## src/ptt_pkg.sv

```systemverilog
`default_nettype none

package ptt_pkg;

    // Request codes carried in the input beat
    typedef enum logic [1:0] {
        ACT_TICK   = 2'd0,
        ACT_SCHED  = 2'd1,
        ACT_CANCEL = 2'd2
    } action_t;

    // Result codes carried in the output beat
    typedef enum logic [1:0] {
        KIND_EXPIRE = 2'd0,
        KIND_SCHED  = 2'd1,
        KIND_CANCEL = 2'd2
    } kind_t;

    typedef enum logic [1:0] {
        STATUS_OK   = 2'd0,
        STATUS_MISS = 2'd1,
        STATUS_FULL = 2'd2
    } status_t;

    typedef enum logic [1:0] {
        ST_IDLE,
        ST_SCAN,
        ST_DECIDE
    } state_t;

    localparam int ID_W  = 16;
    localparam int REP_W = 16;
    localparam int IN_TIME_W = 32;

    typedef struct packed {
        action_t                  action;
        logic [ID_W-1:0]          timer_id;
        logic [IN_TIME_W-1:0]     expiry_time;
        logic [IN_TIME_W-1:0]     period;
        logic signed [REP_W-1:0]  repeat_count;
    } in_beat_t;

    typedef struct packed {
        kind_t           kind;
        logic [ID_W-1:0] timer_id_res;
        status_t         status;
        logic            last;
    } out_beat_t;

    // Flags from the shared key unit
    typedef struct packed {
        logic due;
        logic less;
    } cmp_res_t;

endpackage

`default_nettype wire

```

## src/ptt_key_unit.sv

```systemverilog
`default_nettype none

module ptt_key_unit #(
    parameter int TW = 32
) (
    input  wire logic [TW-1:0] expiry,
    input  wire logic [TW-1:0] now,
    input  wire logic [TW-1:0] best_key,
    output logic [TW-1:0]      key,
    output ptt_pkg::cmp_res_t  cmp
);
    import ptt_pkg::*;

    logic [TW-1:0] diff;

    // Wrap-aware distance to expiry, biased so unsigned order is signed order
    always_comb begin
        diff     = expiry - now;
        key      = {~diff[TW-1], diff[TW-2:0]};
        cmp.due  = (diff == '0) || diff[TW-1];
        cmp.less = key < best_key;
    end

endmodule

`default_nettype wire

```

## src/ptt_slot_ram.sv

```systemverilog
`default_nettype none

module ptt_slot_ram #(
    parameter int DEPTH = 16,
    parameter int WIDTH = 96,
    parameter int AW    = 4
) (
    input  wire logic             clk,
    input  wire logic             wr_en,
    input  wire logic [AW-1:0]    wr_addr,
    input  wire logic [WIDTH-1:0] wr_data,
    input  wire logic             rd_en,
    input  wire logic [AW-1:0]    rd_addr,
    output logic [WIDTH-1:0]      rd_data
);

    logic [WIDTH-1:0] mem [DEPTH];
    logic [WIDTH-1:0] rd_data_reg;

    // Write port
    always_ff @(posedge clk) begin
        if (wr_en) begin
            mem[wr_addr] <= wr_data;
        end
    end

    // Registered read port
    always_ff @(posedge clk) begin
        if (rd_en) begin
            rd_data_reg <= mem[rd_addr];
        end
    end

    assign rd_data = rd_data_reg;

endmodule

`default_nettype wire

```

## src/periodic_timer_table.sv

```systemverilog
// Timer table with one-shot and repeating entries.
// Input channel s_valid/s_ready/s_data carries one request per beat: tick
// (advance time by one), schedule (store a timer in the lowest free slot) or
// cancel (remove the matching entry that expires first). Action code 3 is
// taken and dropped. Output channel m_valid/m_ready/m_data carries results;
// last marks the final result of a request. Schedule and cancel give one
// reply each; a tick gives one expiry per due entry, earliest first, and
// none when nothing is due.
// Every tick, schedule or cancel request walks the slot memory one entry per
// cycle through a single key/compare unit; a tick walks it again after each
// entry that fires. s_ready is high only while no request is in progress.
// A finished result waits in the output register; while the receiver stalls
// the sequencer holds before loading the next result, so nothing is dropped.
// Reset (aresetn low, synchronous) empties the table, sets time to zero and
// clears the output register; no clearing pass is needed.
`default_nettype none

module periodic_timer_table #(
    parameter int NUM_TIMERS = 16,
    parameter int TIME_WIDTH = 32
) (
    input  wire logic              aclk,
    input  wire logic              aresetn,
    input  wire logic              s_valid,
    output logic                   s_ready,
    input  wire ptt_pkg::in_beat_t s_data,
    output logic                   m_valid,
    input  wire logic              m_ready,
    output ptt_pkg::out_beat_t     m_data
);
    import ptt_pkg::*;

    localparam int TW  = TIME_WIDTH;
    localparam int N   = NUM_TIMERS;
    localparam int IW  = (N > 1) ? $clog2(N) : 1;
    localparam int CW  = $clog2(N + 1);
    localparam int EW  = ID_W + 2 * TW + REP_W;

    state_t state_reg, state_next;

    in_beat_t          req_reg;
    logic [TW-1:0]     cur_time_reg;
    logic [N-1:0]      valid_reg;
    logic [N-1:0]      fired_reg;
    logic [CW-1:0]     cnt_reg;
    logic              ev_vld_reg;
    logic [IW-1:0]     ev_idx_reg;
    logic              found_reg;
    logic [IW-1:0]     best_idx_reg;
    logic [TW-1:0]     best_key_reg;
    logic [ID_W-1:0]   best_id_reg;
    logic [TW-1:0]     best_exp_reg;
    logic [TW-1:0]     best_per_reg;
    logic [REP_W-1:0]  best_rep_reg;
    logic              pend_vld_reg;
    logic [ID_W-1:0]   pend_id_reg;
    logic              m_valid_reg;
    out_beat_t         m_data_reg;

    logic              s_accept;
    logic              out_free;
    logic              do_decide;
    logic              scan_issue;
    logic              restart;
    logic              cand;
    logic              take;
    logic              out_load;
    out_beat_t         out_beat;

    logic              wr_en;
    logic [EW-1:0]     wr_data;
    logic [EW-1:0]     rd_data;
    logic [ID_W-1:0]   rd_id;
    logic [TW-1:0]     rd_exp;
    logic [TW-1:0]     rd_per;
    logic [REP_W-1:0]  rd_rep;
    logic [TW-1:0]     key;
    cmp_res_t          cmp;
    logic [TW+IN_TIME_W-1:0] exp_ext;
    logic [TW+IN_TIME_W-1:0] per_ext;
    logic [REP_W-1:0]  rep_dec;

    assign s_ready   = (state_reg == ST_IDLE);
    assign s_accept  = s_valid && s_ready;
    assign out_free  = !m_valid_reg || m_ready;
    assign do_decide = (state_reg == ST_DECIDE) && out_free;
    assign scan_issue = (state_reg == ST_SCAN) && (cnt_reg != CW'(N));
    assign restart   = do_decide && (req_reg.action == ACT_TICK) && found_reg;

    // Slot entries: id, expiry, period, repeat
    ptt_slot_ram #(
        .DEPTH(N),
        .WIDTH(EW),
        .AW   (IW)
    ) u_ram (
        .clk    (aclk),
        .wr_en  (wr_en),
        .wr_addr(best_idx_reg),
        .wr_data(wr_data),
        .rd_en  (scan_issue),
        .rd_addr(cnt_reg[IW-1:0]),
        .rd_data(rd_data)
    );

    assign rd_id  = rd_data[EW-1 -: ID_W];
    assign rd_exp = rd_data[2*TW+REP_W-1 -: TW];
    assign rd_per = rd_data[TW+REP_W-1 -: TW];
    assign rd_rep = rd_data[REP_W-1:0];

    ptt_key_unit #(
        .TW(TW)
    ) u_key (
        .expiry  (rd_exp),
        .now     (cur_time_reg),
        .best_key(best_key_reg),
        .key     (key),
        .cmp     (cmp)
    );

    // Fit the 32-bit request times to the table's time width
    assign exp_ext = {{TW{1'b0}}, req_reg.expiry_time};
    assign per_ext = {{TW{1'b0}}, req_reg.period};
    assign rep_dec = best_rep_reg[REP_W-1] ? best_rep_reg : best_rep_reg - 1'b1;

    // Candidate test for the slot whose entry is on the read port
    always_comb begin
        unique case (req_reg.action)
            ACT_TICK:   cand = valid_reg[ev_idx_reg] && !fired_reg[ev_idx_reg] && cmp.due;
            ACT_SCHED:  cand = !valid_reg[ev_idx_reg];
            ACT_CANCEL: cand = valid_reg[ev_idx_reg] && (rd_id == req_reg.timer_id);
            default:    cand = 1'b0;
        endcase
        take = ev_vld_reg && cand &&
               (!found_reg || ((req_reg.action != ACT_SCHED) && cmp.less));
    end

    // Decide step: write back the chosen slot and form the result beat
    always_comb begin
        wr_en    = 1'b0;
        wr_data  = {best_id_reg, best_exp_reg + best_per_reg, best_per_reg, rep_dec};
        out_load = 1'b0;
        out_beat = '{kind: KIND_EXPIRE, timer_id_res: pend_id_reg,
                     status: STATUS_OK, last: 1'b0};
        if (do_decide) begin
            unique case (req_reg.action)
                ACT_TICK: begin
                    wr_en         = found_reg && (best_rep_reg != '0);
                    out_load      = pend_vld_reg;
                    out_beat.last = !found_reg;
                end
                ACT_SCHED: begin
                    wr_en    = found_reg;
                    wr_data  = {req_reg.timer_id, exp_ext[TW-1:0], per_ext[TW-1:0],
                                req_reg.repeat_count};
                    out_load = 1'b1;
                    out_beat = '{kind: KIND_SCHED, timer_id_res: req_reg.timer_id,
                                 status: found_reg ? STATUS_OK : STATUS_FULL,
                                 last: 1'b1};
                end
                ACT_CANCEL: begin
                    out_load = 1'b1;
                    out_beat = '{kind: KIND_CANCEL, timer_id_res: req_reg.timer_id,
                                 status: found_reg ? STATUS_OK : STATUS_MISS,
                                 last: 1'b1};
                end
                default: begin
                    out_load = 1'b0;
                end
            endcase
        end
    end

    // Sequencer
    always_ff @(posedge aclk) begin
        if (!aresetn) begin
            state_reg <= ST_IDLE;
        end else begin
            state_reg <= state_next;
        end
    end

    always_comb begin
        state_next = state_reg;
        unique case (state_reg)
            ST_IDLE: begin
                if (s_accept && ((s_data.action == ACT_TICK) ||
                                 (s_data.action == ACT_SCHED) ||
                                 (s_data.action == ACT_CANCEL))) begin
                    state_next = ST_SCAN;
                end
            end
            ST_SCAN: begin
                if (cnt_reg == CW'(N)) begin
                    state_next = ST_DECIDE;
                end
            end
            ST_DECIDE: begin
                if (restart) begin
                    state_next = ST_SCAN;
                end else if (do_decide) begin
                    state_next = ST_IDLE;
                end
            end
            default: state_next = ST_IDLE;
        endcase
    end

    // Table control: time, valid and fired bits, pending expiry
    always_ff @(posedge aclk) begin
        if (!aresetn) begin
            cur_time_reg <= '0;
            valid_reg    <= '0;
            fired_reg    <= '0;
            pend_vld_reg <= 1'b0;
        end else begin
            if (s_accept && (s_data.action == ACT_TICK)) begin
                cur_time_reg <= cur_time_reg + 1'b1;
                fired_reg    <= '0;
            end
            if (do_decide) begin
                unique case (req_reg.action)
                    ACT_TICK: begin
                        pend_vld_reg <= found_reg;
                        if (found_reg) begin
                            pend_id_reg             <= best_id_reg;
                            fired_reg[best_idx_reg] <= 1'b1;
                            if (best_rep_reg == '0) begin
                                valid_reg[best_idx_reg] <= 1'b0;
                            end
                        end
                    end
                    ACT_SCHED: begin
                        if (found_reg) begin
                            valid_reg[best_idx_reg] <= 1'b1;
                        end
                    end
                    ACT_CANCEL: begin
                        if (found_reg) begin
                            valid_reg[best_idx_reg] <= 1'b0;
                        end
                    end
                    default: begin
                        pend_vld_reg <= pend_vld_reg;
                    end
                endcase
            end
        end
    end

    // Scan pipeline: issue slot reads, track the best candidate
    always_ff @(posedge aclk) begin
        if (!aresetn) begin
            cnt_reg    <= '0;
            ev_vld_reg <= 1'b0;
            found_reg  <= 1'b0;
        end else begin
            if (s_accept || restart) begin
                cnt_reg    <= '0;
                ev_vld_reg <= 1'b0;
                found_reg  <= 1'b0;
            end else begin
                ev_vld_reg <= scan_issue;
                if (scan_issue) begin
                    cnt_reg <= cnt_reg + 1'b1;
                end
                if (take) begin
                    found_reg <= 1'b1;
                end
            end
        end
    end

    // Scan payload: request, read index and chosen slot fields
    always_ff @(posedge aclk) begin
        if (s_accept) begin
            req_reg <= s_data;
        end
        if (scan_issue) begin
            ev_idx_reg <= cnt_reg[IW-1:0];
        end
        if (take) begin
            best_idx_reg <= ev_idx_reg;
            best_key_reg <= key;
            best_id_reg  <= rd_id;
            best_exp_reg <= rd_exp;
            best_per_reg <= rd_per;
            best_rep_reg <= rd_rep;
        end
    end

    // Output register: load a result beat, drop it once taken
    always_ff @(posedge aclk) begin
        if (!aresetn) begin
            m_valid_reg <= 1'b0;
        end else if (out_load) begin
            m_valid_reg <= 1'b1;
        end else if (m_ready) begin
            m_valid_reg <= 1'b0;
        end
    end

    always_ff @(posedge aclk) begin
        if (out_load) begin
            m_data_reg <= out_beat;
        end
    end

    assign m_valid = m_valid_reg;
    assign m_data  = m_data_reg;

    // Expiry results never carry an error status
    a_expire_ok: assert property (@(posedge aclk) disable iff (!aresetn)
        m_valid && (m_data.kind == KIND_EXPIRE) |-> m_data.status == STATUS_OK)
        else $error("expiry beat with nonzero status");

    // Schedule and cancel replies are always the final beat of their request
    a_reply_last: assert property (@(posedge aclk) disable iff (!aresetn)
        m_valid && (m_data.kind != KIND_EXPIRE) |-> m_data.last)
        else $error("reply beat without last");

    // Time moves only after an accepted tick
    a_time_tick: assert property (@(posedge aclk) disable iff (!aresetn)
        $past(aresetn) && !$stable(cur_time_reg) |->
            $past(s_valid && s_ready && (s_data.action == ACT_TICK)))
        else $error("time advanced without a tick");

    // The output register is never overwritten while a beat is stalled
    a_no_overwrite: assert property (@(posedge aclk) disable iff (!aresetn)
        m_valid_reg && !m_ready |-> !out_load)
        else $error("stalled result overwritten");

endmodule

`default_nettype wire

```

## config.mk

```make
export PLATFORM = sky130hd
export DESIGN_NAME = periodic_timer_table
export DESIGN_NICKNAME = d
export VERILOG_FILES = /design/src/ptt_pkg.sv /design/src/ptt_key_unit.sv /design/src/ptt_slot_ram.sv /design/src/periodic_timer_table.sv
export SDC_FILE = /design/constraint.sdc
export NUM_CORES = 2
export LEC_CHECK = 0
export BUFFER_PORTS_ARGS = -buffer_cell sky130_fd_sc_hd__buf_2
export CORE_MARGIN = 3
export CORE_UTILIZATION = 60
export CTS_CLUSTER_DIAMETER = 120
export CTS_CLUSTER_SIZE = 10
export DETAILED_ROUTE_END_ITERATION = 8
export PLACE_DENSITY = 0.79
export SLEW_MARGIN = 20
export SYNTH_ARGS = -nofsm -noshare
export SYNTH_HDL_FRONTEND = slang
export SYNTH_SLANG_ARGS = --single-unit
```

## constraint.sdc

```tcl
create_clock -name aclk -period 14.4 [get_ports aclk]
set_input_delay 1.44 -clock aclk [delete_from_list [all_inputs] [get_ports aclk]]
set_output_delay 1.44 -clock aclk [all_outputs]
set_load 0.01 [all_outputs]
```

==> metrics.yaml <==
synthesis:
  synth_area_leaders: "edfxtp_1 (73%), mux4_2 (14%), dfxtp_1 (1.9%)"
  synth.avg_cell_area_um2: 19.8
  syn_inst: 3970
  netlist_area_mm2: 0.0786
  synth_nets: 4175
  synth_flop_cell: "edfxtp_1"
  synthSimpleGateAreaFrac_pct: 4.09
  synth_top_family_by_area: "multiplexers"
  synth_compound_area_share_pct: 2.95
  ys_types: 86
  synthMuxAreaShare_pct: 14.3
  synth_fa_ha_area_share_pct: 1.66
  yosysTopAreaCellShare_pct: 72.7
  yosys.area.top_type: "edfxtp_1"
  ys_ff_latch: 1978
  synthArstFlopShare_pct: 0
  synth_xor_area_share_pct: 1.06
  synth_commonest_cells: "edfxtp_1 (1903), mux4_2 (488), nand2_1 (283), nor2_1 (126), clkbuf_1 (119)"
  synth.most_common_cell: "edfxtp_1"
  synth_edf_count: 1903
  yosys_warnings: 0
  yosysSeqAreaShare_pct: 74.7
critical_path:
  critPathKind: "flip-flop to flip-flop"
  crit_end: "best_per_reg[0]$_DFFE_PP_"
  r2r_start: "cur_time_reg[4]$_SDFFE_PN0P_"
  crit_start: "cur_time_reg[4]$_SDFFE_PN0P_"
  cp.arrival_ps: 6840
  crit_path_end_kind: "flip-flop"
  r2r_setup_slack_ps: 8000
  critPathRequiredTime_ps: 14840
  worstPathMaxFanout: 75
  crit_path_start_kind: "flip-flop"
  reg2reg_to: "best_per_reg[0]$_DFFE_PP_"
  reg2regPathDepth: 21
power:
  irDropWorstVdd_uv: 119
  power_switching_share_pct: 21.3
  combPwrFrac_pct: 5.0
  total_power_mw: 11.9
  p_int_mw: 9.37
  switchingPower_mw: 2.54
  pwr-share-clk_pct: 41.2
  seqPwrFrac_pct: 53.8
  p_leak_nw: 27.8
  power_density_mw_per_mm2: 135
final_layout:
  syn2layout_area_growth_pct: 11.9
  largest_reg_flops: 1536
  drive_gt1_share_pct: 23.4
  nNetsFinal: 4454
cts:
  postCtsSetupRepairBufs: 0
  clk_latency_ps: 850
  htree_levels: 4
  cts_root_buf: "clkbuf_16"
  clock-sinks: 1978
  clockBufferDepth: 3
  ctsResizeCount: 0
  clkTransAtPathRegs_ps: 60
  cts_hold_buf: 0
  cts_tree: "done"
  cts_made_buffers: 216
timing:
  rsz0062_at_grt: "no"
  slew_headroom_pct: 23.1
  timing.fmax_mhz: 156
  setup_viol_count_final: 0
  drv_slew: 0
  fin_crit_sh_pct: 44.4
  period_needed_ps: 6400
  finClkSkew_ps: 79.1
  worst_slew_pin_slew_ps: 1150
  finalHoldViolCount: 0
  setup_tns_ps: 0
status:
  status: "finished, final reports clean"
floorplanning:
  core-area_mm2: 0.130
  top_level_ports: 125
  initial_core_util_pct: 60.5
  fp.dieH_um: 368
  rows: 132
  die-area_mm2: 0.135
  die_x_um: 368
drt:
  drt_iter0_drc: 5663
  via_per_inst: 6.77
  detail-route-antenna-nets: 0
  wl_per_cell_um: 31.7
  vias: 41200
  firstDrtPassIters: 5
  drc: 0
  wirelength_um: 193000
placed_design:
  port_buffers: 124
  place_congestion: 0.909
  dpl.hpwl_um: 103000
grt:
  grt_pass1_vias: 41800
  antenna_found_initial: 5
  grt_usage_pct: 28.9
  grt_max_degree: 102
  grt_pass1_wl_um: 284000
  overflow: 0
hold_path:
  hold_path_class: "flip-flop to flip-flop"
run:
  maxCapViolations: 0
[placed cells by master (no fill, tap or decap), drive strengths merged, types with 22 or more instances in the layout]
cell type / n
a21o: 34
a21oi: 86
and2: 45
buf: 221
clkbuf: 291
dfxtp: 75
edfxtp: 1903
ha: 101
inv: 106
mux2i: 23
mux4: 488
nand2: 283
nand3: 38
nand4: 22
nor2: 126
nor2b: 37
nor3: 31
o21ai: 100
xnor2: 69
xor2: 26
[per-layer routing]
metal,vias up,global-route usage (%),share of wire [%]
li1,16600,-,-
met1,21400,41.6,38
met2,2799,45.4,49
met3,396,5.82,11
met4,2,9.59,3.2
met5,-,0,0.0067
[power groups by stage]
stage	Sequential [mW]	Clock [mW]	Combinational (mW)
global route	6.41	5.18	0.638
finish	6.41	4.91	0.593
global placement	6.52	0	0.567
detailed placement	6.52	0	0.579
CTS	6.41	4.96	0.593
floorplan	6.51	0	0.423
[per-stage QoR]
| stage | cell area (um^2) | utilization (%) | instances | setup WS (ps) | hold WS (ps) |
|---|---|---|---|---|---|
| after CTS | 87700 | 67.6 | 6074 | 7800 | 386 |
| final | 87900 | 67.7 | 6081 | 8000 | 393 |
| after global routing | 87900 | 67.7 | 6080 | 7690 | 404 |
| after detailed placement | 81700 | 62.9 | 5768 | 7850 | 405 |
| after floorplan | 78600 | - | 3970 | 3570 | 400 |
| after global placement | 81600 | 62.9 | 5767 | 7930 | 401 |
[worst min path at each step]
stage | from | end | slack (ps) | depth (start not counted)
2_1_floorplan | u_ram.rd_data[16]$_DFFE_PP_ | best_per_reg[0]$_DFFE_PP_ | 400 | 0
3_3_place_gp | u_ram.rd_data[46]$_DFFE_PP_ | best_per_reg[30]$_DFFE_PP_ | 400 | 0
3_5_place_dp | u_ram.rd_data[26]$_DFFE_PP_ | best_per_reg[10]$_DFFE_PP_ | 400 | 0
4_1_cts | u_ram.rd_data[24]$_DFFE_PP_ | best_per_reg[8]$_DFFE_PP_ | 390 | 0
5_1_grt | u_ram.rd_data[24]$_DFFE_PP_ | best_per_reg[8]$_DFFE_PP_ | 400 | 0
6_report | u_ram.rd_data[24]$_DFFE_PP_ | best_per_reg[8]$_DFFE_PP_ | 390 | 0
[critical path: stages, from the launching register on]
cell and delay (ps):
dfxtp_1 410, inv_1 70, ha_1 540, inv_1 90
a211o_1 280, a21o_4 250, a221oi_4 370, o211a_1 220
o21ai_0 150, and2_1 200, ha_1 290, a21o_1 160
a21o_1 170, a21o_1 180, a21o_1 180, a21oi_1 170
nor2b_1 60, o21ai_0 140, nand2_1 110, a221oi_4 240
buf_6 710, buf_4 890
[cell families (layout without fill, tap and decap cells)]
kind of cell / count (synthesis) / count (layout)
compound gates: 342 / 342
other cells: 0 / 2
mux: 514 / 514
simple gates: 676 / 676
flops: 1978 / 1978
fa+ha+maj: 103 / 103
buf+inv: 262 / 629
xor+xnor: 95 / 95
[final cells by class]
cell class                      instances  area [um^2]
Clock inverter                         16          380
Sequential cell                      1978        58700
Clock buffer                          290         5700
Inverter                              101          382
Timing Repair Buffer                  222         1470
Antenna cell                            2         5.00
Multi-Input combinational cell       1730        19100
Fill cell                            7932        41900
Tap cell                             1742         2180
(Power assumes the default switching activity.)
